===== config.mk =====
export PLATFORM = sky130hd
export DESIGN_NAME = sbpm_front
export DESIGN_NICKNAME = d
export VERILOG_FILES = /design/src/sv/spectrum_bar_peak_meter_render_defines.svh /design/src/sv/sbpm_pkg.sv /design/src/sv/sbpm_front.sv
export SDC_FILE = /design/constraint.sdc
export NUM_CORES = 1
export LEC_CHECK = 0
export BUFFER_PORTS_ARGS = -buffer_cell sky130_fd_sc_hd__buf_4
export CAP_MARGIN = 25
export CORE_UTILIZATION = 51
export CTS_CLUSTER_SIZE = 30
export DETAILED_ROUTE_END_ITERATION = 10
export GPL_TIMING_DRIVEN = 0
export PLACE_DENSITY = 0.83
export SLEW_MARGIN = 0
export SYNTH_ARGS = -nofsm -noshare
export SYNTH_HDL_FRONTEND = slang
export SYNTH_SLANG_ARGS = --single-unit

===== constraint.sdc =====
create_clock -name clock -period 4.1 [get_ports clock]
set_input_delay 0.615 -clock clock [delete_from_list [all_inputs] [get_ports clock]]
set_output_delay 0.615 -clock clock [all_outputs]
set_load 0.1 [all_outputs]

===== src/sv/spectrum_bar_peak_meter_render_defines.svh =====
// ----------------------------------------------------------------------------
// Spectrum bar peak meter - assertion macros
// Shared concurrent assertion macros, compiled out for synthesis.
// ----------------------------------------------------------------------------
`ifndef SPECTRUM_BAR_PEAK_METER_RENDER_DEFINES_SVH
`define SPECTRUM_BAR_PEAK_METER_RENDER_DEFINES_SVH

`ifndef SYNTHESIS
// Assert a property on every rising clock edge outside reset
`define SBPM_ASSERT(lbl, clk, rst, prop) \
   lbl: assert property (@(posedge clk) disable iff (rst) prop) \
      else $error("sbpm assertion failed");
// Assert that a condition never holds outside reset
`define SBPM_ASSERT_NEVER(lbl, clk, rst, cond) \
   lbl: assert property (@(posedge clk) disable iff (rst) !(cond)) \
      else $error("sbpm forbidden condition");
`else
`define SBPM_ASSERT(lbl, clk, rst, prop)
`define SBPM_ASSERT_NEVER(lbl, clk, rst, cond)
`endif

`endif


===== src/sv/sbpm_pkg.sv =====
// ----------------------------------------------------------------------------
// Spectrum bar peak meter - package
// Shared types, register codes and per-column arithmetic helpers.
// ----------------------------------------------------------------------------
package sbpm_pkg;

   // Register indexes of the csr port
   typedef enum logic [2:0] {
      CSR_BODY_GRAY       = 3'd0,
      CSR_PEAK_GRAY       = 3'd1,
      CSR_FADE_ROWS       = 3'd2,
      CSR_DOT_HOLD_FRAMES = 3'd3,
      CSR_DOT_FALL_STEP   = 3'd4,
      CSR_DOT_FLOOR_LEVEL = 3'd5,
      CSR_BAR_FALL_GAIN   = 3'd6
   } sbpm_csr_type;

   localparam int CSR_ADDR_W = 3;
   localparam int CSR_DATA_W = 16;
   localparam int REQ_DATA_W = 40;
   localparam int RSP_DATA_W = 16;

   typedef struct packed {
      logic [3:0]         body_gray;
      logic [3:0]         peak_gray;
      logic [3:0]         fade_rows;
      logic [7:0]         dot_hold_frames;
      logic [14:0]        dot_fall_step;
      logic signed [15:0] dot_floor_level;
      logic [7:0]         bar_fall_gain;
   } sbpm_cfg_type;

   localparam sbpm_cfg_type CFG_RESET = '{
      body_gray:       4'd15,
      peak_gray:       4'd15,
      fade_rows:       4'd4,
      dot_hold_frames: 8'd30,
      dot_fall_step:   15'd256,
      dot_floor_level: 16'sd0,
      bar_fall_gain:   8'd1
   };

   // Item handed from the front to the back (pair already wrapped)
   typedef struct packed {
      logic [6:0]  pair;
      logic [14:0] height_even;
      logic [14:0] height_odd;
   } sbpm_item_type;

   // Stored state of one column
   typedef struct packed {
      logic [14:0]        bar;
      logic signed [15:0] dot;
      logic [7:0]         hold;
   } sbpm_col_type;

   typedef struct packed {
      sbpm_col_type even;
      sbpm_col_type odd;
   } sbpm_pair_type;

   // Display levels of one pair, handed to the row renderer
   typedef struct packed {
      logic [5:0]        bar_even;
      logic [5:0]        bar_odd;
      logic signed [6:0] dot_even;
      logic signed [6:0] dot_odd;
   } sbpm_job_type;

   // Piecewise-linear exponential fall step: ((8 + lvl[2:0]) << lvl[5:3]) - 8
   function automatic logic [10:0] fall_step_of(logic [5:0] lvl);
      logic [10:0] base;
      base = {7'd0, 1'b1, lvl[2:0]};
      return (base << lvl[5:3]) - 11'd8;
   endfunction

   // Raise bar to a higher new height; a lower dot follows and reloads its hold
   function automatic sbpm_col_type rise_col(sbpm_col_type s, logic [14:0] h,
                                             logic [7:0] frames);
      sbpm_col_type n;
      n = s;
      if (h > s.bar) n.bar = h;
      if ($signed(s.dot) < $signed({1'b0, n.bar})) begin
         n.dot  = {1'b0, n.bar};
         n.hold = frames;
      end
      return n;
   endfunction

   // Drop bar by the scaled step (floor 0); drop dot after its hold expires
   function automatic sbpm_col_type fall_col(sbpm_col_type s, logic [18:0] step,
                                             logic [14:0] dot_step,
                                             logic signed [15:0] floor_lvl);
      sbpm_col_type     n;
      logic signed [16:0] d;
      n = s;
      n.bar = ({4'd0, s.bar} < step) ? 15'd0 : s.bar - step[14:0];
      d = $signed({s.dot[15], s.dot}) - $signed({2'b00, dot_step});
      if (s.hold == 8'd0) begin
         n.dot = (d < $signed({floor_lvl[15], floor_lvl})) ? floor_lvl : d[15:0];
      end else begin
         n.hold = s.hold - 8'd1;
      end
      return n;
   endfunction

   // Gray level of one pixel: bar body, fade band at the top, dot ORed in
   function automatic logic [3:0] pixel_of(logic [5:0] bar_lvl,
                                           logic signed [6:0] dot_lvl,
                                           logic [5:0] row, sbpm_cfg_type cfg);
      logic signed [7:0] h;
      logic signed [7:0] f;
      logic signed [7:0] v;
      logic [3:0]        pix;
      h = $signed({2'b00, bar_lvl}) - $signed({2'b00, row});
      f = $signed({4'd0, cfg.fade_rows});
      if (h > f) begin
         v = $signed({4'd0, cfg.body_gray});
      end else if (h >= 8'sd0) begin
         v = $signed({4'd0, cfg.body_gray}) - (f - h) - 8'sd1;
      end else begin
         v = 8'sd0;
      end
      pix = (v < 8'sd0) ? 4'd0 : v[3:0];
      if (dot_lvl == $signed({1'b0, row})) pix = pix | cfg.peak_gray;
      return pix;
   endfunction

endpackage


===== src/sv/sbpm_front.sv =====
// ----------------------------------------------------------------------------
// Spectrum bar peak meter - front end
// Accepts request words, wraps the pair index and queues up to two items.
// ----------------------------------------------------------------------------
module sbpm_front
   import sbpm_pkg::*;
#(
   parameter int COLUMNS = 256
) (
   input  logic                  clock,
   input  logic                  reset,
   input  logic                  req_tvalid,
   output logic                  req_tready,
   input  logic [REQ_DATA_W-1:0] req_tdata,
   input  logic                  clr_busy,
   output logic                  item_vld,
   output sbpm_item_type         item,
   input  logic                  item_pop
);

   localparam int PAIRS = COLUMNS / 2;

   typedef logic [6:0] pair_map_type [128];

   // Wrap table: index modulo the number of pairs
   function automatic pair_map_type build_pair_map();
      pair_map_type m;
      int           k;
      k = 0;
      for (int i = 0; i < 128; i++) begin
         m[i] = 7'(k);
         k    = (k + 1 == PAIRS) ? 0 : k + 1;
      end
      return m;
   endfunction

   localparam pair_map_type PAIR_MAP = build_pair_map();

   sbpm_item_type q_ff [2];
   logic          wr_ptr_ff, wr_ptr_in;
   logic          rd_ptr_ff, rd_ptr_in;
   logic [1:0]    cnt_ff, cnt_in;
   logic          push;
   sbpm_item_type new_item;

   // Take a word while there is room and the state memory is ready
   assign req_tready = (cnt_ff != 2'd2) && !clr_busy;
   assign push       = req_tvalid && req_tready;

   // Classify: wrap the pair and split the fields
   always_comb begin
      new_item.pair        = PAIR_MAP[req_tdata[6:0]];
      new_item.height_even = req_tdata[21:7];
      new_item.height_odd  = req_tdata[36:22];
   end

   assign item_vld = (cnt_ff != 2'd0);
   assign item     = q_ff[rd_ptr_ff];

   // Advance pointers and count
   always_comb begin
      wr_ptr_in = push ? !wr_ptr_ff : wr_ptr_ff;
      rd_ptr_in = item_pop ? !rd_ptr_ff : rd_ptr_ff;
      cnt_in    = cnt_ff;
      if (push && !item_pop) begin
         cnt_in = cnt_ff + 2'd1;
      end else if (!push && item_pop) begin
         cnt_in = cnt_ff - 2'd1;
      end
   end

   always_ff @(posedge clock) begin
      if (reset) begin
         wr_ptr_ff <= 1'b0;
         rd_ptr_ff <= 1'b0;
         cnt_ff    <= 2'd0;
      end else begin
         wr_ptr_ff <= wr_ptr_in;
         rd_ptr_ff <= rd_ptr_in;
         cnt_ff    <= cnt_in;
      end
   end

   // Hold queued items
   always_ff @(posedge clock) begin
      if (push) begin
         q_ff[wr_ptr_ff] <= new_item;
      end
   end

endmodule


==> impl_metrics.tcl, run 1 <==
set metrics [dict create \
    synthMuxAreaShare_pct 14.7 \
    cts_max_level 3 \
    yosysWarnings 0 \
    worstSetupPathType "reg2out" \
    num_rows 27 \
    post_cts_resized 0 \
    cts.sinks 79 \
    synth_nets 186 \
    finalSetupTns_ns 0 \
    synth_xor_area_share_pct 0.900 \
    drt_pass1_iterations 4 \
    finalSetupViolations 0 \
    grt_max_degree 38 \
    status "finished clean" \
    nets 278 \
    slew_headroom_pct 40.0 \
    grt_pass1_vias 1673 \
    end_kind "output pin" \
    place_area_mm2 0.00365 \
    areaGrowthSynthToFinish_pct 30.2 \
    crit_fanout 10 \
    layout_commonest_cell "buf_4" \
    die-area_mm2 0.00603 \
    root_buffer "clkbuf_8" \
    vias 1555 \
    fin_crit_sh_pct 56.5 \
    ir_drop_uv 315 \
    final_cells 309 \
    synth_compound_area_share_pct 0.343 \
    critical_path_required_ns 3.48 \
    synth_area_mm2 0.00292 \
    rrSetupSlack_ns 2.13 \
    synthAdderAreaFrac_pct 0.429 \
    final_hold_viol_count 0 \
    cts_buffers 9 \
    final_layout_size_suffix_gt1_share_pct 57.4 \
    dp_hpwl_um 3260 \
    rsz0062_at_grt "false" \
    clk-insertion-delay-late_ns 0.33 \
    worstHoldStart "req_tdata[15]" \
    io_pins 84 \
    ys_ff_latch 79 \
    die-height_um 77.7 \
    r2r_start "cnt_ff[0]$_SDFFE_PP0P_" \
    post_cts_buffers 0 \
    holdWs_ns 0.462 \
    clock-skew-final_ns 0.00510 \
    place.gp.congestion 0.643 \
    total_power_mw 1.92 \
    cts_tree "done" \
    pre_cts_ws_ns 1.86 \
    grtUsageTotal_pct 17.2 \
    placedCellCount 293 \
    hold_path_depth 1 \
    period_needed_ns 2.32 \
    ys_seq_area_share_pct 79.6 \
    antenna_found_initial 0 \
    min_path_type "in2reg" \
    drc 0 \
    syn_inst 140 \
    diodes 0 \
    fp.coreArea_mm2 0.00551 \
    yosys.area_share.simple_pct 2.66 \
    grt_pass1_wl_um 7560 \
    fillers 400 \
    worstPathArrival_ns 1.70 \
    die_w_um 77.7 \
    wl_um 4830 \
    ant_nets 0 \
    start_util_pct 53.0 \
    clk_pin_slew_ns 0.07 \
    synth_cell_types 19 \
    p_leak_nw 1.43 \
    final_max_slew_viol_count 0 \
    detail_route.wl_per_cell_um 15.6 \
    timing.rr.end "q_ff[1][31]$_DFFE_PP_" \
    cts_buffer_depth 2 \
    start_kind "flop" \
    fmax_mhz 431 \
    maxCapViolCount 0 \
    design_area_mm2 0.00380 \
    place.port_buffers 80 \
    min_to "q_ff[0][23]$_DFFE_PP_" \
    power_density_mw_per_mm2 504 \
    layout_common_cells "buf_4 (80), edfxtp_1 (74), mux2_2 (33), clkbuf_8 (9)" \
    synth_top_family_by_area "multiplexers" \
    final_util_pct 69.0 \
    drt_iter0_drc 80 \
    vias_per_cell 5.03 \
    ff2ff_path_depth 3 \
    worstMarginPinSlew_ns 0.899 \
    synth.avg_cell_area_um2 20.9 \
    timing.final.ws_setup_ns 1.78 \
    holdBufCountCts 0 \
    grt_overflow 0 \
]
-- per-layer routing --
layer / vias to the layer above / global-route usage [%] / wire length (um)
met1: 771 / 19.6 / 1920
met3: 8 / 4.24 / 282
met2: 52 / 29.5 / 2550
li1: 724 / - / -
met5: - / 0 / 0
met4: 0 / 10.2 / 81
-- worst max-delay path, cell delays in order, from the launching register on --
cell and delay (ns):
dfxtp_1 0.31, buf_2 0.26, buf_6 0.20, mux2_1 0.36
buf_4 0.24
-- worst max-delay path by stage --
stage	to
floorplan	q_ff[0][0]$_DFFE_PP_
global placement	q_ff[0][11]$_DFFE_PP_
detailed placement	q_ff[1][8]$_DFFE_PP_
CTS	item[31]
global route	item[31]
finish	item[31]
-- cell usage after synthesis, drive strengths merged --
library cell	number	area share, %
xnor2	1	0.30
buf	4	1.3
mux2	38	15
a21oi	1	0.17
dfxtp	5	3.4
nor2	5	0.64
edfxtp	74	76
nor2b	3	0.73
nor3b	1	0.64
and2	1	0.21
inv	1	0.13
o21ai	1	0.17
or3	1	0.21
xor2	2	0.60
ha	1	0.43
or2	1	0.21
-- power breakdown --
part | internal (mW) | total, mW | switching (mW)
sequential | 0.927 | 0.940 | 0.0130
combinational | 0.135 | 0.514 | 0.379
clock | 0.211 | 0.462 | 0.251
-- sequential cells by signal (all words and copies together), names as in the netlist, named ones only --
name and flops:
cnt_ff 2, q_ff 74, rd_ptr_ff 1, wr_ptr_ff 1
-- kinds of logic after synthesis --
kind of cell    after synthesis
simple gates                 12
mux                          38
buf+inv                       5
compound gates                2
xor+xnor                      3
flops                        79
fa+ha+maj                     1
-- cell type report --
type                            count  area, um2  area share, %
Buffer                              4       38.8           1.02
Tap cell                           72       90.1           2.37
Multi-Input combinational cell     56        563           14.8
Sequential cell                    79       2320           61.1
Timing Repair Buffer               81        628           16.5
Clock inverter                      6       27.5          0.724
Inverter                            1       3.75         0.0987
Clock buffer                       10        128           3.36
No activity file was read; power rests on OpenSTA's default activity.
==> run 2: changes to the inputs <==
Settings changed: CORE_UTILIZATION 51 to 46, PLACE_DENSITY 0.83 to 0.79.
Clock period 4.1 ns to 2 ns, I/O delays scaled along.
==> run 2 against run 1 <==
  * Routed wire length shrank 2.6%
  * Global-route usage shrank 2.1 points
  * Count of clock-buffer cells in the layout grew 1
  * Clock power grew 140%
  * Final cell count grew 0.65%
  * Worst hold slack lost 0.32 ns
  * First-iteration DRC count shrank 6.3%
  * Critical path type unchanged
  * Critical endpoint is now item[1]
==> impl_metrics.tcl, run 2 (same netlist as run 1, synthesis figures left out) <==
set metrics [dict create \
    detail_route.wl_per_cell_um 15.1 \
    vias 1500 \
    end_kind "output pin" \
    grt_overflow 0 \
    cts_max_level 3 \
    min_to "q_ff[0][1]$_DFFE_PP_" \
    crit_fanout 10 \
    ant_nets 0 \
    cts_buffer_depth 2 \
    cts_tree "done" \
    place.gp.congestion 0.689 \
    slowest_delay_ns 0.35 \
    layout_common_cells "buf_4 (81), edfxtp_1 (74), mux2_2 (33), clkbuf_8 (9)" \
    worstSetupPathType "reg2out" \
    finalSetupViolations 0 \
    clk_pin_slew_ns 0.07 \
    pwr-share-seq_pct 47.3 \
    final_hold_viol_count 0 \
    vias_per_cell 4.82 \
    grt_max_degree 38 \
    min_path_type "in2reg" \
    critical_path.most_common_cell "buf_4" \
    holdBufCountCts 0 \
    nets 278 \
    power_density_mw_per_mm2 1060 \
    wl_um 4710 \
    fmax_mhz 522 \
    final_cells 311 \
    slowest_stage "mux2_2" \
    drt_iter0_drc 75 \
    largest_register_ffs 74 \
    timing.final.ws_setup_ns 0.0860 \
    fin_crit_sh_pct 95.7 \
    start_util_pct 48.4 \
    antenna_found_initial 0 \
    crit_family "buffers and inverters" \
    placedCellCount 296 \
    status "finished clean" \
    fp.coreArea_mm2 0.00603 \
    ir_drop_uv 708 \
    final_layout_size_suffix_gt1_share_pct 57.6 \
    start_kind "flop" \
    root_buffer "clkbuf_8" \
    critical_path_required_ns 1.70 \
    clk-insertion-delay-late_ns 0.33 \
    io_pins 84 \
    drc 0 \
    r2r_start "cnt_ff[1]$_SDFFE_PP0P_" \
    place.port_buffers 80 \
    die_w_um 81.7 \
    p_int_mw 2.75 \
    clock-skew-final_ns 0.00658 \
    pre_cts_ws_ns 0.0391 \
    areaGrowthSynthToFinish_pct 31.3 \
    period_needed_ns 1.91 \
    grtUsageTotal_pct 15.1 \
    rsz0062_at_grt "false" \
    rrSetupSlack_ns 0.17 \
    worstPathArrival_ns 1.61 \
    final_util_pct 63.6 \
    crit_chain "buf_4 -> buf_6 -> mux2_2 -> buf_4" \
    top_regs "q_ff (74), cnt_ff (2)" \
    cp_num_buf_inv 3 \
    hold_path_depth 1 \
    dp_hpwl_um 3120 \
    top_register "q_ff" \
    die-height_um 81.7 \
    worstHoldStart "req_tdata[23]" \
    cts.sinks 79 \
    maxCapViolCount 0 \
    switching_share_pct 32.5 \
    slew_headroom_pct 63.1 \
    final_max_slew_viol_count 0 \
    power_switching_mw 1.32 \
    diodes 0 \
    timing.rr.end "q_ff[0][26]$_DFFE_PP_" \
    drt_pass1_iterations 4 \
    ff2ff_path_depth 4 \
    num_rows 28 \
    layout_commonest_cell "buf_4" \
    die-area_mm2 0.00667 \
    cts_buffers 9 \
    grt_pass1_wl_um 7220 \
    power_frac_comb_pct 25.9 \
    p_leak_nw 1.44 \
    pwr-share-clk_pct 26.7 \
    worstMarginPinSlew_ns 0.553 \
    grt_pass1_vias 1545 \
]
==> run 2: metrics by stage <==
stage          power (mW)  instance area [um2]  setup TNS (ns)  hold WS, ns
2_1_floorplan        2.77                 2930         -0.0181        0.369
3_3_place_gp         3.00                 3620           -2.79        0.478
3_5_place_dp         3.02                 3650               0        0.481
4_1_cts              4.10                 3830               0        0.126
5_1_grt              4.19                 3830               0        0.124
6_report             4.07                 3830               0        0.145
==> run 2: area by class of cell <==
cell class,instances,area [um2]
plain buffers,4,41.3
clock buffers,11,131
clock inverters,4,47.5
fillers,447,2190
inverters,1,3.75
multi-input cells,56,564
flip-flops and latches,79,2320
well taps,75,93.8
repair buffers,81,628
==> run 2: timing repair <==
| item | CTS | global route |
|---|---|---|
| resized for setup | 1 | 1 |
| setup buffers | 0 | 0 |
| endpoints found under the setup margin | 30 | 37 |
| gates cloned | 0 | 0 |
==> run 2: worst reg2reg max path, cell delays in order (launching register included) <==
cell and delay [ns]:
dfxtp_1 0.33, nor2b_2 0.17, nor3b_4 0.24, nor2b_4 0.54, buf_16 0.25
==> run 2: worst max-delay path by stage <==
stage / depth (start not counted) / slack (ns) / to
4_1_cts: 3 / 0.02 / q_ff[1][23]$_DFFE_PP_
6_report: 4 / 0.09 / item[1]
3_3_place_gp: 3 / -0.08 / q_ff[0][36]$_DFFE_PP_
3_5_place_dp: 3 / 0.04 / q_ff[1][36]$_DFFE_PP_
2_1_floorplan: 2 / -0.02 / req_tready
5_1_grt: 4 / 0.002 / q_ff[0][33]$_DFFE_PP_
==> run 2: layer usage <==
layer	vias up	wire [um]	global-route usage, %
li1	723	-	-
met1	708	1990	18.1
met2	62	2320	24.8
met3	7	332	4.56
met4	0	69	7.89
met5	-	0	0
==> run 2: power groups by stage <==
stage                     combinational [mW]  clock [mW]  sequential [mW]
after floorplan                        0.817           0             1.96
after global placement                  1.04           0             1.96
after detailed placement                1.06           0             1.96
after CTS                               1.06        1.11             1.93
after global routing                    1.10        1.16             1.93
final                                   1.05        1.09             1.93
==> run 3: changes to the inputs <==
Settings changed: ABC_AREA set to 1, CORE_UTILIZATION 46 to 47, PLACE_DENSITY 0.79 to 0.8.
==> run 3 against run 2 <==
  * Maximum frequency grew 4.1%
  * Register-to-register slack gained 0.17 ns
  * Area after synthesis grew 5.2%
  * Combinational power is essentially flat
  * Sequential power is essentially flat
  * Largest cell class unchanged
  * First-iteration DRC count grew 31%
==> impl_metrics.tcl, run 3 <==
set metrics [dict create \
    crit_fanout 10 \
    grt_pass1_wl_um 7760 \
    worstPathArrival_ns 1.54 \
    final_max_slew_viol_count 0 \
    final_hold_viol_count 0 \
    synth_compound_area_share_pct 0.489 \
    dp_hpwl_um 3350 \
    synth_top_family_by_area "multiplexers" \
    crit_chain "buf_6 -> buf_12 -> mux2_4 -> buf_4" \
    ant_nets 0 \
    yosysWarnings 0 \
    die_w_um 82.8 \
    fp.coreArea_mm2 0.00631 \
    start_util_pct 48.7 \
    final_cells 327 \
    slowest_delay_ns 0.32 \
    holdWs_ns 0.146 \
    finalSetupViolations 0 \
    end_kind "output pin" \
    drt_pass1_iterations 4 \
    ys_seq_area_share_pct 75.6 \
    yosysMostFrequentCell "edfxtp_1" \
    clk_pin_slew_ns 0.08 \
    start_kind "flop" \
    rsz0062_at_grt "false" \
    cts_buffer_depth 2 \
    ir_drop_uv 684 \
    synthAdderAreaFrac_pct 0.407 \
    grt_pass1_vias 1633 \
    synthTopCellsByCount "edfxtp_1 (74), mux2_4 (30), inv_1 (11), nand2_1 (8), mux2_2 (7)" \
    clk-insertion-delay-late_ns 0.33 \
    place.port_buffers 80 \
    status "finished clean" \
    period_needed_ns 1.84 \
    clock-skew-final_ns 0.00648 \
    fmax_mhz 544 \
    synth.top_cell.area_share_pct 72.3 \
    p_leak_nw 1.60 \
    top_register "q_ff" \
    grtUsageTotal_pct 15.0 \
    post_cts_resized 0 \
    synth_xor_area_share_pct 0.285 \
    power_density_mw_per_mm2 1030 \
    synth_cell_types 15 \
    detail_route.wl_per_cell_um 14.9 \
    synth_flop_cell "edfxtp_1" \
    num_rows 29 \
    holdBufCountCts 0 \
    synth_area_mm2 0.00307 \
    cts_max_level 3 \
    synth.avg_cell_area_um2 20.1 \
    die-height_um 82.8 \
    drt_iter0_drc 98 \
    synth_nets 199 \
    synth_edf_count 74 \
    grt_max_degree 38 \
    synthArstFlopShare_pct 0 \
    fillers 480 \
    post_cts_buffers 0 \
    layout_common_cells "buf_4 (80), edfxtp_1 (74), mux2_4 (30), clkbuf_8 (11), inv_1 (10)" \
    maxCapViolCount 0 \
    crit_family "buffers and inverters" \
    top_regs "q_ff (74), cnt_ff (2)" \
    drc 0 \
    grt_overflow 0 \
    vias_per_cell 4.78 \
    root_buffer "clkbuf_8" \
    die-area_mm2 0.00686 \
    min_path_type "in2reg" \
    cts_tree "done" \
    place.gp.congestion 0.642 \
    vias 1564 \
    yosys.area_share.simple_pct 2.32 \
    largest_register_ffs 74 \
    io_pins 84 \
    wl_um 4860 \
    worstSetupPathType "reg2out" \
    layout_commonest_cell "buf_4" \
    critical_path_required_ns 1.70 \
    cts_buffers 9 \
    placedCellCount 311 \
    ys_ff_latch 79 \
    slew_headroom_pct 45.6 \
    slowest_stage "dfxtp_1" \
    worstMarginPinSlew_ns 0.815 \
    cp_num_buf_inv 3 \
    fin_crit_sh_pct 91.9 \
    nets 291 \
    antenna_found_initial 0 \
    final_layout_size_suffix_gt1_share_pct 55.6 \
    synthMuxAreaShare_pct 17.2 \
    syn_inst 153 \
    areaGrowthSynthToFinish_pct 30.3 \
    synth_area_leaders "edfxtp_1 (72%), mux2_4 (15%), dfxtp_1 (3.3%)" \
    diodes 0 \
    cts.sinks 79 \
    yosysTopAreaCell "edfxtp_1" \
]
run 3: final timing paths:
check / cells past startpoint / from / slack (ns) / to
worst max-delay path: 4 / flop / 0.16 / item[0]
worst min-delay path: 1 / req_tdata[25] / 0.15 / q_ff[0][3]$_DFFE_PP_
worst max register to register: 4 / cnt_ff[0]$_SDFFE_PP0P_ / 0.34 / q_ff[1][19]$_DFFE_PP_
worst min register to register: 2 / rd_ptr_ff$_SDFFE_PP0P_ / 0.53 / flop
run 3: kinds of logic after synthesis:
family	Yosys count
compound gates	3
xor+xnor	1
fa+ha+maj	1
buf+inv	15
flops	79
mux	37
simple gates	17
run 3: layout make-up:
cell class              count  area, um2  area share, %
plain buffers               4       71.3           1.78
inverters                  11       41.3           1.03
repair buffers             81        621           15.5
flip-flops and latches     79       2320           58.0
clock inverters             3       42.5           1.06
multi-input cells          59        648           16.2
well taps                  77       96.3           2.41
clock buffers              13        159           3.97
run 3: metal layers:
metal	vias up	GRT usage [%]	share of wire, %
li1	753	-	-
met2	61	25.4	52
met4	0	8.46	1.4
met5	-	0	0
met1	741	17.7	41
met3	9	3.28	5.2
run 3: per-stage QoR:
step | util [%] | setup TNS, ns | area, um2 | total power, mW | worst slack, ns
6_report | 63.4 | 0 | 4000 | 4.11 | 0.162
5_1_grt | 63.4 | 0 | 4000 | 4.24 | 0.105
4_1_cts | 63.4 | 0 | 4000 | 4.16 | 0.116
3_5_place_dp | 60.2 | 0 | 3800 | 2.99 | 0.320
3_3_place_gp | 59.8 | -23.16 | 3770 | 2.97 | -0.511
2_1_floorplan | - | 0 | 3080 | 2.76 | 0.0312
run 3: power breakdown:
| group | switching [mW] | total [mW] | internal, mW | leakage, nW |
|---|---|---|---|---|
| clock network | 0.521 | 1.17 | 0.644 | 0.0996 |
| logic | 0.737 | 1.04 | 0.301 | 0.784 |
| registers | 0.0232 | 1.91 | 1.89 | 0.719 |
| total | 1.28 | 4.11 | 2.83 | 1.60 |
