[config.mk]
export PLATFORM = sky130hd
export DESIGN_NAME = sbpm_render
export DESIGN_NICKNAME = d
export VERILOG_FILES = /design/src/sv/sbpm_pkg.sv /design/src/sv/sbpm_render.sv
export VERILOG_INCLUDE_DIRS = /design/src /design/src/sv
export SDC_FILE = /design/constraint.sdc
export NUM_CORES = 1
export LEC_CHECK = 0
export BUFFER_PORTS_ARGS = -buffer_cell sky130_fd_sc_hd__buf_2
export CORE_ASPECT_RATIO = 1.75
export CORE_UTILIZATION = 45
export DETAILED_ROUTE_END_ITERATION = 8
export PLACE_DENSITY = 0.73
export RECOVER_POWER = 25
export SETUP_SLACK_MARGIN = 0.4
export SYNTH_ARGS = -nofsm -noshare
export SYNTH_HDL_FRONTEND = slang
export SYNTH_SLANG_ARGS = --single-unit
export TNS_END_PERCENT = 100
[constraint.sdc]
create_clock -name clock -period 3.4 [get_ports clock]
set_input_delay 0.34 -clock clock [delete_from_list [all_inputs] [get_ports clock]]
set_output_delay 0.34 -clock clock [all_outputs]
set_load 0.01 [all_outputs]
[src/sv/spectrum_bar_peak_meter_render_defines.svh]
// ----------------------------------------------------------------------------
// Spectrum bar peak meter - assertion macros
// Shared concurrent assertion macros, compiled out for synthesis.
// ----------------------------------------------------------------------------
`ifndef SPECTRUM_BAR_PEAK_METER_RENDER_DEFINES_SVH
`define SPECTRUM_BAR_PEAK_METER_RENDER_DEFINES_SVH

`ifndef SYNTHESIS
// Assert a property on every rising clock edge outside reset
`define SBPM_ASSERT(lbl, clk, rst, prop) \
   lbl: assert property (@(posedge clk) disable iff (rst) prop) \
      else $error("sbpm assertion failed");
// Assert that a condition never holds outside reset
`define SBPM_ASSERT_NEVER(lbl, clk, rst, cond) \
   lbl: assert property (@(posedge clk) disable iff (rst) !(cond)) \
      else $error("sbpm forbidden condition");
`else
`define SBPM_ASSERT(lbl, clk, rst, prop)
`define SBPM_ASSERT_NEVER(lbl, clk, rst, cond)
`endif

`endif

[src/sv/sbpm_pkg.sv]
// ----------------------------------------------------------------------------
// Spectrum bar peak meter - package
// Shared types, register codes and per-column arithmetic helpers.
// ----------------------------------------------------------------------------
package sbpm_pkg;

   // Register indexes of the csr port
   typedef enum logic [2:0] {
      CSR_BODY_GRAY       = 3'd0,
      CSR_PEAK_GRAY       = 3'd1,
      CSR_FADE_ROWS       = 3'd2,
      CSR_DOT_HOLD_FRAMES = 3'd3,
      CSR_DOT_FALL_STEP   = 3'd4,
      CSR_DOT_FLOOR_LEVEL = 3'd5,
      CSR_BAR_FALL_GAIN   = 3'd6
   } sbpm_csr_type;

   localparam int CSR_ADDR_W = 3;
   localparam int CSR_DATA_W = 16;
   localparam int REQ_DATA_W = 40;
   localparam int RSP_DATA_W = 16;

   typedef struct packed {
      logic [3:0]         body_gray;
      logic [3:0]         peak_gray;
      logic [3:0]         fade_rows;
      logic [7:0]         dot_hold_frames;
      logic [14:0]        dot_fall_step;
      logic signed [15:0] dot_floor_level;
      logic [7:0]         bar_fall_gain;
   } sbpm_cfg_type;

   localparam sbpm_cfg_type CFG_RESET = '{
      body_gray:       4'd15,
      peak_gray:       4'd15,
      fade_rows:       4'd4,
      dot_hold_frames: 8'd30,
      dot_fall_step:   15'd256,
      dot_floor_level: 16'sd0,
      bar_fall_gain:   8'd1
   };

   // Item handed from the front to the back (pair already wrapped)
   typedef struct packed {
      logic [6:0]  pair;
      logic [14:0] height_even;
      logic [14:0] height_odd;
   } sbpm_item_type;

   // Stored state of one column
   typedef struct packed {
      logic [14:0]        bar;
      logic signed [15:0] dot;
      logic [7:0]         hold;
   } sbpm_col_type;

   typedef struct packed {
      sbpm_col_type even;
      sbpm_col_type odd;
   } sbpm_pair_type;

   // Display levels of one pair, handed to the row renderer
   typedef struct packed {
      logic [5:0]        bar_even;
      logic [5:0]        bar_odd;
      logic signed [6:0] dot_even;
      logic signed [6:0] dot_odd;
   } sbpm_job_type;

   // Piecewise-linear exponential fall step: ((8 + lvl[2:0]) << lvl[5:3]) - 8
   function automatic logic [10:0] fall_step_of(logic [5:0] lvl);
      logic [10:0] base;
      base = {7'd0, 1'b1, lvl[2:0]};
      return (base << lvl[5:3]) - 11'd8;
   endfunction

   // Raise bar to a higher new height; a lower dot follows and reloads its hold
   function automatic sbpm_col_type rise_col(sbpm_col_type s, logic [14:0] h,
                                             logic [7:0] frames);
      sbpm_col_type n;
      n = s;
      if (h > s.bar) n.bar = h;
      if ($signed(s.dot) < $signed({1'b0, n.bar})) begin
         n.dot  = {1'b0, n.bar};
         n.hold = frames;
      end
      return n;
   endfunction

   // Drop bar by the scaled step (floor 0); drop dot after its hold expires
   function automatic sbpm_col_type fall_col(sbpm_col_type s, logic [18:0] step,
                                             logic [14:0] dot_step,
                                             logic signed [15:0] floor_lvl);
      sbpm_col_type     n;
      logic signed [16:0] d;
      n = s;
      n.bar = ({4'd0, s.bar} < step) ? 15'd0 : s.bar - step[14:0];
      d = $signed({s.dot[15], s.dot}) - $signed({2'b00, dot_step});
      if (s.hold == 8'd0) begin
         n.dot = (d < $signed({floor_lvl[15], floor_lvl})) ? floor_lvl : d[15:0];
      end else begin
         n.hold = s.hold - 8'd1;
      end
      return n;
   endfunction

   // Gray level of one pixel: bar body, fade band at the top, dot ORed in
   function automatic logic [3:0] pixel_of(logic [5:0] bar_lvl,
                                           logic signed [6:0] dot_lvl,
                                           logic [5:0] row, sbpm_cfg_type cfg);
      logic signed [7:0] h;
      logic signed [7:0] f;
      logic signed [7:0] v;
      logic [3:0]        pix;
      h = $signed({2'b00, bar_lvl}) - $signed({2'b00, row});
      f = $signed({4'd0, cfg.fade_rows});
      if (h > f) begin
         v = $signed({4'd0, cfg.body_gray});
      end else if (h >= 8'sd0) begin
         v = $signed({4'd0, cfg.body_gray}) - (f - h) - 8'sd1;
      end else begin
         v = 8'sd0;
      end
      pix = (v < 8'sd0) ? 4'd0 : v[3:0];
      if (dot_lvl == $signed({1'b0, row})) pix = pix | cfg.peak_gray;
      return pix;
   endfunction

endpackage

[src/sv/sbpm_render.sv]
// ----------------------------------------------------------------------------
// Spectrum bar peak meter - row renderer
// Emits one row byte per cycle for the current pair, while rsp_tready allows, into an output register.
// ----------------------------------------------------------------------------
`include "spectrum_bar_peak_meter_render_defines.svh"

module sbpm_render
   import sbpm_pkg::*;
#(
   parameter int ROWS = 64
) (
   input  logic                  clock,
   input  logic                  reset,
   input  sbpm_cfg_type          cfg,
   input  logic                  job_vld,
   input  sbpm_job_type          job,
   output logic                  job_take,
   output logic                  rsp_tvalid,
   input  logic                  rsp_tready,
   output logic [RSP_DATA_W-1:0] rsp_tdata,
   output logic                  rsp_tlast
);

   localparam logic [5:0] LAST_ROW = 6'(ROWS - 1);

   logic         ren_vld_ff, ren_vld_in;
   logic [5:0]   row_ff, row_in;
   sbpm_job_type cur_ff;
   logic         rsp_tvalid_ff, rsp_tvalid_in;
   logic [5:0]   out_row_ff;
   logic [7:0]   out_pix_ff;
   logic         out_last_ff;
   logic         out_free, gen, last_gen;
   logic [7:0]   pix;

   assign out_free = !rsp_tvalid_ff || rsp_tready;
   assign gen      = ren_vld_ff && out_free;
   assign last_gen = gen && (row_ff == LAST_ROW);
   assign job_take = job_vld && (!ren_vld_ff || last_gen);

   assign pix = {pixel_of(cur_ff.bar_even, cur_ff.dot_even, row_ff, cfg),
                 pixel_of(cur_ff.bar_odd, cur_ff.dot_odd, row_ff, cfg)};

   // Advance the row counter; load the next pair after the last row
   always_comb begin
      ren_vld_in = ren_vld_ff;
      row_in     = row_ff;
      if (job_take) begin
         ren_vld_in = 1'b1;
         row_in     = 6'd0;
      end else if (last_gen) begin
         ren_vld_in = 1'b0;
      end else if (gen) begin
         row_in = row_ff + 6'd1;
      end
      rsp_tvalid_in = gen ? 1'b1 : (rsp_tready ? 1'b0 : rsp_tvalid_ff);
   end

   always_ff @(posedge clock) begin
      if (reset) begin
         ren_vld_ff    <= 1'b0;
         row_ff        <= 6'd0;
         rsp_tvalid_ff <= 1'b0;
      end else begin
         ren_vld_ff    <= ren_vld_in;
         row_ff        <= row_in;
         rsp_tvalid_ff <= rsp_tvalid_in;
      end
   end

   // Output register and current pair levels
   always_ff @(posedge clock) begin
      if (job_take) begin
         cur_ff <= job;
      end
      if (gen) begin
         out_row_ff  <= row_ff;
         out_pix_ff  <= pix;
         out_last_ff <= (row_ff == LAST_ROW);
      end
   end

   assign rsp_tvalid = rsp_tvalid_ff;
   assign rsp_tdata  = {2'b00, out_pix_ff, out_row_ff};
   assign rsp_tlast  = out_last_ff;

   `SBPM_ASSERT(a_row_range, clock, reset, ren_vld_ff |-> (row_ff <= LAST_ROW))
   `SBPM_ASSERT(a_last_row, clock, reset, (rsp_tvalid_ff && out_last_ff) |-> (out_row_ff == LAST_ROW))
   `SBPM_ASSERT(a_idle_after_last, clock, reset, (last_gen && !job_vld) |=> !ren_vld_ff)

endmodule

==> qor_table.md, run 1 <==
| Group | Quantity | Value |
| --- | --- | --- |
| clocking | Count of hold-fix buffers inserted at cts | 0 |
| worst setup path | Startpoint type of the worst setup path | flop |
| global routing | Antenna violations before repair | 0 |
| synthesis | Fraction of post-synthesis cell area in the top cell type by area | 39.45% |
| synthesis | Yosys warning total | 0 |
| clocking | Clock tree from TritonCTS | done |
| worst setup path | Biggest fanout along the worst timing path | 8 |
| synthesis | Number of enable-type register cells in the synthesized netlist | 41 |
| clocking | Number of levels in the clock H-tree | 2 |
| clocking | Worst-path clk slew | 0.07 ns |
| timing | Worst Tran Pin Value | 0.8706 ns |
| min path | Min-Delay Path Class | primary input to flop |
| clocking | TritonCTS Buffers | 5 |
| global routing | Global-route wire length before repair | 9708 um |
| run | Maximum Capacitance Violations | 0 |
| global routing | Number of global-route vias before repair | 2154 |
| worst setup path | Worst Setup End Kind | flop |
| timing | Max Clock Freq | 0.3268 GHz |
| die | Die W | 64.95 um |
| outcome | Result of the run | complete, no violations |
| detailed routing | Iteration-0 DRC count of the detailed router | 77 |
| synthesis | Count of distinct cell types in the synthesized netlist | 34 |
| timing | Crit path time final | 3.060 ns |
| final layout | Seq. cell area | 1396 um^2 |
| clocking | CTS max path bufs | 2 |
| timing | Final total negative setup slack | 0 ns |
| final layout | Layout overhead on the synthesized area | 23.38% |
| die | Standard-cell row count | 39 |
| synthesis | Flip-flop cell with the highest count after synthesis | sky130_fd_sc_hd__edfxtp_1 |
| timing | RSZ-0062 raised after global routing | true |
| timing | Final Skew | 0.006657 ns |
| detailed routing | Via density | 5.100 |
| detailed routing | Post-detailed-route wirelength per cell | 14.13 um |
| final layout | Number of nets in the layout | 484 |
| detailed routing | WL final | 6062 um |
| placement | Number of port buffers | 58 |
| synthesis | Fraction of registers with async set/reset | 0% |
| die | Starting density of the core | 47.02% |
| synthesis | Average cell area after synthesis | 11.51 um^2 |
| timing | Finish-stage setup viols | 0 |
| worst setup path | Category of the most critical setup path | flop to flop |
| final layout | Share of cells above drive strength 1 | 30.84% |
| detailed routing | Number of design rule violations left after detail routing | 0 |
| die | Vert. Die Dim | 112.2 um |
| power | Total power per unit cell area | 417.7 nW/um^2 |
| final layout | Area taken by multi-input logic gates | 1660 um^2 |
| synthesis | Mapped Area | 3120 um^2 |
| detailed routing | Number of iterations in the first detailed-routing pass | 4 |
| die | Area enclosed by the die boundary | 7285 um^2 |
| power | Leakage Power | 1.728 nW |
| final layout | ANT cells | 0 |
| synthesis | Number of instances in the synthesized netlist | 271 |
| global routing | Pin count of the biggest net entering global routing | 29 |
| placement | RD Place Congestion | 0.8066 |
| timing | Share of the clock period used by the worst path | 90.00% |
| power | Total Power Consumption | 0.001608 W |
| clocking | CTS Root Buffer Type | sky130_fd_sc_hd__clkbuf_16 |
| die | Number of primary I/O pins | 108 |
| synthesis | Dominant cells by area after synthesis | sky130_fd_sc_hd__edfxtp_1 39%, sky130_fd_sc_hd__ha_1 15%, sky130_fd_sc_hd__fa_1 7.7% |
| timing | Normalized max-slew margin | 41.42% |
| timing | Final Hold Violating Endpoints | 0 |
| power | Worst ir drop on vdd | 0.3693 mV |
| worst setup path | Crit path arrival time | 3.18 ns |
| final layout | Layout filler cell count | 578 |
| global routing | Total GRT Usage | 18.03% |
| synthesis | Yosys reg bits | 49 |
| synthesis | Proportion of synthesized chip area in sequential cells | 44.59% |
| detailed routing | Overall via count from detail_route | 2188 |
| synthesis | Cell type with the largest total area after synthesis | sky130_fd_sc_hd__edfxtp_1 |
| global routing | Total overflow reported by the global router | 0 |
| detailed routing | Antenna Violating Nets Remaining | 0 |
| die | Core area | 6636 um^2 |
| worst setup path | Reg2reg setup slack | 0.34 ns |
| placement | Half-perimeter wire length after placement | 4891 um |
| clocking | Total number of clock tree sinks | 49 |
| worst setup path | Required @ worst endpoint | 3.52 ns |
| timing | Count of final max-slew check failures | 0 |
| clocking | Clock Latency Late Sink | 0.29 ns |
critical path: stages (launching register included):
cell                        delay, ns
sky130_fd_sc_hd__dfxtp_4         0.35
sky130_fd_sc_hd__buf_6           0.14
sky130_fd_sc_hd__fa_1            0.53
sky130_fd_sc_hd__inv_1           0.06
sky130_fd_sc_hd__fa_1            0.50
sky130_fd_sc_hd__ha_1            0.14
sky130_fd_sc_hd__inv_1           0.05
sky130_fd_sc_hd__fa_2            0.36
sky130_fd_sc_hd__nor2b_4         0.13
sky130_fd_sc_hd__nor3_2          0.05
sky130_fd_sc_hd__o21ai_1         0.15
sky130_fd_sc_hd__o2111ai_2       0.18
sky130_fd_sc_hd__o221ai_1        0.24
final cells by class:
cell class                      instances  share of cell area [%]
Sequential cell                        49                   36.27
Multi-Input combinational cell        180                   43.13
Tap cell                               82                   2.665
Inverter                               39                   3.802
Clock buffer                            5                   3.250
Timing Repair Buffer                   71                   10.14
Clock inverter                          3                  0.7475
cells in the final DEF, fill, tap and decap left out, types with 4 or more instances in the layout:
cell type                   instances
sky130_fd_sc_hd__a21o_1             4
sky130_fd_sc_hd__a21oi_1            8
sky130_fd_sc_hd__and3_1             5
sky130_fd_sc_hd__buf_2             57
sky130_fd_sc_hd__buf_4             12
sky130_fd_sc_hd__clkbuf_16          5
sky130_fd_sc_hd__dfxtp_1            6
sky130_fd_sc_hd__edfxtp_1          41
sky130_fd_sc_hd__fa_1              10
sky130_fd_sc_hd__ha_1              33
sky130_fd_sc_hd__inv_1             34
sky130_fd_sc_hd__inv_2              5
sky130_fd_sc_hd__nand2_1           12
sky130_fd_sc_hd__nand2b_1          11
sky130_fd_sc_hd__nor2_1            15
sky130_fd_sc_hd__o21ai_0            4
sky130_fd_sc_hd__o21ai_1            4
sky130_fd_sc_hd__o221ai_1           5
sky130_fd_sc_hd__xnor2_1            8
sky130_fd_sc_hd__xor2_1            18
cells in the mapped netlist (4+ instances only):
| master | n |
|---|---|
| sky130_fd_sc_hd__nand2_1 | 12 |
| sky130_fd_sc_hd__edfxtp_1 | 41 |
| sky130_fd_sc_hd__xnor2_1 | 8 |
| sky130_fd_sc_hd__nor3_1 | 4 |
| sky130_fd_sc_hd__nand2b_1 | 11 |
| sky130_fd_sc_hd__ha_1 | 37 |
| sky130_fd_sc_hd__and3_1 | 5 |
| sky130_fd_sc_hd__xor2_1 | 19 |
| sky130_fd_sc_hd__a21oi_1 | 9 |
| sky130_fd_sc_hd__nor2b_1 | 5 |
| sky130_fd_sc_hd__nor2_1 | 15 |
| sky130_fd_sc_hd__fa_1 | 12 |
| sky130_fd_sc_hd__inv_1 | 39 |
| sky130_fd_sc_hd__o221ai_1 | 8 |
| sky130_fd_sc_hd__a21o_1 | 4 |
| sky130_fd_sc_hd__dfxtp_1 | 8 |
| sky130_fd_sc_hd__o21ai_0 | 8 |
final timing paths:
path                                               from                       to  cells past startpoint
worst max-delay path             row_ff[1]$_SDFFE_PP0P_  out_pix_ff[5]$_DFFE_PP_                     12
worst min-delay path                             job[9]      cur_ff[9]$_DFFE_PP_                      1
worst max register to register   row_ff[1]$_SDFFE_PP0P_  out_pix_ff[5]$_DFFE_PP_                     12
worst min register to register  ren_vld_ff$_SDFFE_PP0P_  rsp_tvalid$_SDFFE_PP0P_                      2
sequential cells by signal (all words and copies together) (netlist names):
name	cells
row_ff	6
out_row_ff	6
ren_vld_ff	1
out_pix_ff	8
rsp_tvalid	1
rsp_tlast	1
cur_ff	26
timing repair:
| item | 4_1_cts | 5_1_grt |
|---|---|---|
| gates resized for setup | 19 | 8 |
| setup endpoints to repair | 8 | 8 |
| pin swaps | 16 | 7 |
| buffers inserted | 4 | 1 |
layer usage:
layer,vias to the layer above,track usage [%],wire [um]
met5,-,0,0
met4,0,9.185,215
met3,18,2.642,240
met2,64,35.35,3517
met1,1027,17.13,2089
li1,1079,-,-
logic make-up after synthesis:
logic type | Yosys count | share of synthesized area (%)
mux | 3 | 1.283
flops | 49 | 44.59
simple gates | 63 | 10.30
fa+ha+maj | 49 | 22.53
compound gates | 36 | 8.140
buf+inv | 43 | 5.453
xor+xnor | 27 | 7.578
other cells | 1 | 0.1202
power by group:
group          internal, W  switching, W  leakage [nW]
clock network     0.000282      0.000235        0.0763
registers         0.000691     0.0000120         0.460
logic             0.000184      0.000204          1.19
total              0.00116      0.000451          1.73
metrics by stage:
| step | instances | instance area [um^2] | util [%] | setup WS, ns | hold WS [ns] |
|---|---|---|---|---|---|
| after CTS | 428 | 3814 | 57.47 | 0.3655 | 0.2154 |
| after global routing | 429 | 3850 | 58.01 | 0.2147 | 0.2117 |
| after global placement | 416 | 3561 | 53.66 | 0.3011 | 0.4740 |
| final | 429 | 3850 | 58.01 | 0.3399 | 0.2202 |
| after detailed placement | 416 | 3561 | 53.66 | 0.2060 | 0.4776 |
| after floorplan | 272 | 3132 | - | 0.4060 | 0.4091 |
No activity file was read; power rests on OpenSTA's default activity.
==> run 2, diff against run 1 <==
--- a/config.mk
+++ b/config.mk
@@ -7,7 +7,7 @@
 export NUM_CORES = 1
 export LEC_CHECK = 0
 export BUFFER_PORTS_ARGS = -buffer_cell sky130_fd_sc_hd__buf_2
-export CORE_ASPECT_RATIO = 1.75
+export CORE_ASPECT_RATIO = 1.5
 export CORE_UTILIZATION = 45
 export DETAILED_ROUTE_END_ITERATION = 8
 export PLACE_DENSITY = 0.73
==> run 2 against run 1 <==
Clock skew fell by 0.00062 ns. Largest power group unchanged. Global-route usage is 1.4 points lower. Clock-buffer cell count increased by 1. Hold slack worse by 0.014 ns. First-iteration DRC count decreased by 17%.
==> qor_table.md, run 2 (synthesis gave the netlist of run 1 again) <==
| Group | Quantity | Value | Change |
| --- | --- | --- | --- |
| placement | Half-perimeter wire length after placement | 4634 um | -5.3% |
| detailed routing | Number of design rule violations left after detail routing | 0 | unchanged |
| final layout | Seq. cell area | 1399 um^2 | +0.18% |
| die | Vert. Die Dim | 104.0 um | -7.3% |
| power | Worst ir drop on vdd | 0.2866 mV | -22% |
| global routing | Number of global-route vias before repair | 2131 | -1.1% |
| final layout | Final design utilization | 59.44% | +1.4 points |
| worst setup path | Startpoint type of the worst setup path | flop |  |
| global routing | Antenna violations before repair | 0 | unchanged |
| worst setup path | Biggest fanout along the worst timing path | 4 | -4 |
| final layout | Final non-filler cell total | 427 | -0.47% |
| worst setup path | Required @ worst endpoint | 3.53 ns | about the same |
| detailed routing | Via density | 5.141 | +0.79% |
| power | Leakage Power | 1.742 nW | +0.81% |
| power | Total power per unit cell area | 388.4 nW/um^2 | -7.0% |
| timing | RSZ-0062 raised after global routing | true |  |
| run | Maximum Capacitance Violations | 0 | unchanged |
| clocking | Clock tree from TritonCTS | done |  |
| final layout | Register with the most flip-flops | cur_ff |  |
| final layout | Leading cell types in the layout, fill and taps excluded | 58 x sky130_fd_sc_hd__buf_2, 41 x sky130_fd_sc_hd__edfxtp_1, 30 x sky130_fd_sc_hd__inv_1 |  |
| global routing | Total overflow reported by the global router | 0 | unchanged |
| timing | Normalized max-slew margin | 43.34% | +1.9 points |
| die | Area enclosed by the die boundary | 7278 um^2 | about the same |
| placement | RD Place Congestion | 0.7909 | -1.9% |
| clocking | CTS max path bufs | 2 | unchanged |
| timing | Max Clock Freq | 0.3283 GHz | +0.47% |
| die | Core area | 6576 um^2 | -0.90% |
| final layout | ANT cells | 0 | unchanged |
| clocking | Number of levels in the clock H-tree | 2 | unchanged |
| global routing | Global-route wire length before repair | 9335 um | -3.8% |
| final layout | Number of nets in the layout | 488 | +0.83% |
| timing | Finish-stage setup viols | 0 | unchanged |
| final layout | Share of cells above drive strength 1 | 35.04% | +4.2 points |
| timing | Final Skew | 0.006035 ns | -0.0006225 ns |
| clocking | TritonCTS Buffers | 5 | unchanged |
| final layout | Layout filler cell count | 537 | -7.1% |
| worst setup path | Category of the most critical setup path | flop to flop |  |
| detailed routing | Number of iterations in the first detailed-routing pass | 5 | +1 |
| placement | Cell count after placement | 408 | -1.9% |
| detailed routing | Iteration-0 DRC count of the detailed router | 64 | -17% |
| detailed routing | Overall via count from detail_route | 2195 | +0.32% |
| worst setup path | Crit path arrival time | 3.18 ns | about the same |
| timing | Count of final max-slew check failures | 0 | unchanged |
| die | Die W | 69.99 um | +7.8% |
| placement | Number of port buffers | 58 | unchanged |
| final layout | Top Registers | cur_ff x26, out_pix_ff x8 |  |
| clocking | Total number of clock tree sinks | 49 | unchanged |
| timing | Worst Tran Pin Value | 0.8421 ns | -0.02855 ns |
| final layout | Max reg flops | 26 | unchanged |
| clocking | Clock Latency Late Sink | 0.30 ns | about the same |
| global routing | Pin count of the biggest net entering global routing | 29 | unchanged |
| clocking | CTS Root Buffer Type | sky130_fd_sc_hd__clkbuf_8 |  |
| die | Starting density of the core | 47.45% | +0.43 points |
| final layout | Most common cell after layout, fill and taps aside | sky130_fd_sc_hd__buf_2 |  |
| timing | Crit path time final | 3.046 ns | -0.01428 ns |
| die | Standard-cell row count | 36 | -7.7% |
| min path | Min-Delay Path Class | primary input to flop |  |
| detailed routing | Post-detailed-route wirelength per cell | 13.96 um | -1.2% |
| global routing | Total GRT Usage | 16.65% | -1.4 points |
| die | Number of primary I/O pins | 108 | unchanged |
| detailed routing | Antenna Violating Nets Remaining | 0 | unchanged |
| timing | Final total negative setup slack | 0 ns | unchanged |
| clocking | Worst-path clk slew | 0.09 ns | +0.02 ns |
| detailed routing | WL final | 5962 um | -1.6% |
| timing | Final Hold Violating Endpoints | 0 | unchanged |
| final layout | Layout overhead on the synthesized area | 25.26% |  |
| timing | Share of the clock period used by the worst path | 89.58% | -0.42 points |
| outcome | Result of the run | complete, no violations |  |
| final layout | Area taken by multi-input logic gates | 1729 um^2 | +4.1% |
| worst setup path | Worst Setup End Kind | flop |  |
run 2: area by class of cell:
| type | instances | share of cell area (%) |
|---|---|---|
| Inverter | 39 | 3.809 |
| Clock inverter | 2 | 0.9923 |
| Sequential cell | 49 | 35.79 |
| Multi-Input combinational cell | 180 | 44.24 |
| Clock buffer | 6 | 1.857 |
| Timing Repair Buffer | 75 | 10.88 |
| Tap cell | 76 | 2.433 |
run 2: per-stage QoR:
step	hold WS [ns]	worst slack (ns)	area, um^2	total power, W
after floorplan	0.4091	0.4060	3132	0.0009441
after global placement	0.4695	0.2461	3538	0.001025
after detailed placement	0.4770	0.1212	3538	0.001042
after CTS	0.1983	0.3972	3779	0.001489
after global routing	0.1896	0.1776	3909	0.001593
final	0.2060	0.3542	3909	0.001518
run 2: path summary, 6_finish.rpt:
kind | startpoint | end | slack, ns | cells past startpoint
worst min-delay path | job[3] | cur_ff[3]$_DFFE_PP_ | 0.21 | 1
worst max register to register | cur_ff[14]$_DFFE_PP_ | out_pix_ff[1]$_DFFE_PP_ | 0.35 | 13
worst max-delay path | cur_ff[14]$_DFFE_PP_ | out_pix_ff[1]$_DFFE_PP_ | 0.35 | 13
worst min register to register | ren_vld_ff$_SDFFE_PP0P_ | rsp_tvalid$_SDFFE_PP0P_ | 0.49 | 2
run 2: routing by layer:
metal	share of wire [%]	GRT usage, %	wire length (um)	vias up
met5	0	0	0	-
met4	2.7	7.857	159	0
met3	4.7	2.907	282	12
met2	56	31.52	3347	74
met1	36	17.23	2171	1022
li1	-	-	-	1087
run 2: report_power, final:
group	total, W	switching, W	leakage (nW)	internal [W]
combinational	0.000395	0.000205	1.23	0.000190
clock	0.000419	0.000198	0.0554	0.000221
sequential	0.000704	0.0000133	0.460	0.000690
total	0.00152	0.000417	1.74	0.00110
run 2: repair_timing:
item | CTS | global route
pin swaps | 15 | 8
setup buffers | 7 | 4
endpoints found under the setup margin | 8 | 8
hold buffers | 0 | 0
gates resized for setup | 20 | 26
run 2: critical path: stages (launching register included):
cell	delay, ns
sky130_fd_sc_hd__edfxtp_1	0.35
sky130_fd_sc_hd__inv_2	0.06
sky130_fd_sc_hd__ha_4	0.15
sky130_fd_sc_hd__fa_1	0.49
sky130_fd_sc_hd__inv_2	0.04
sky130_fd_sc_hd__fa_1	0.48
sky130_fd_sc_hd__ha_2	0.17
sky130_fd_sc_hd__inv_2	0.04
sky130_fd_sc_hd__fa_2	0.38
sky130_fd_sc_hd__nor2b_4	0.12
sky130_fd_sc_hd__nor3_2	0.04
sky130_fd_sc_hd__o21ai_1	0.15
sky130_fd_sc_hd__o2111ai_2	0.18
sky130_fd_sc_hd__o221ai_1	0.23
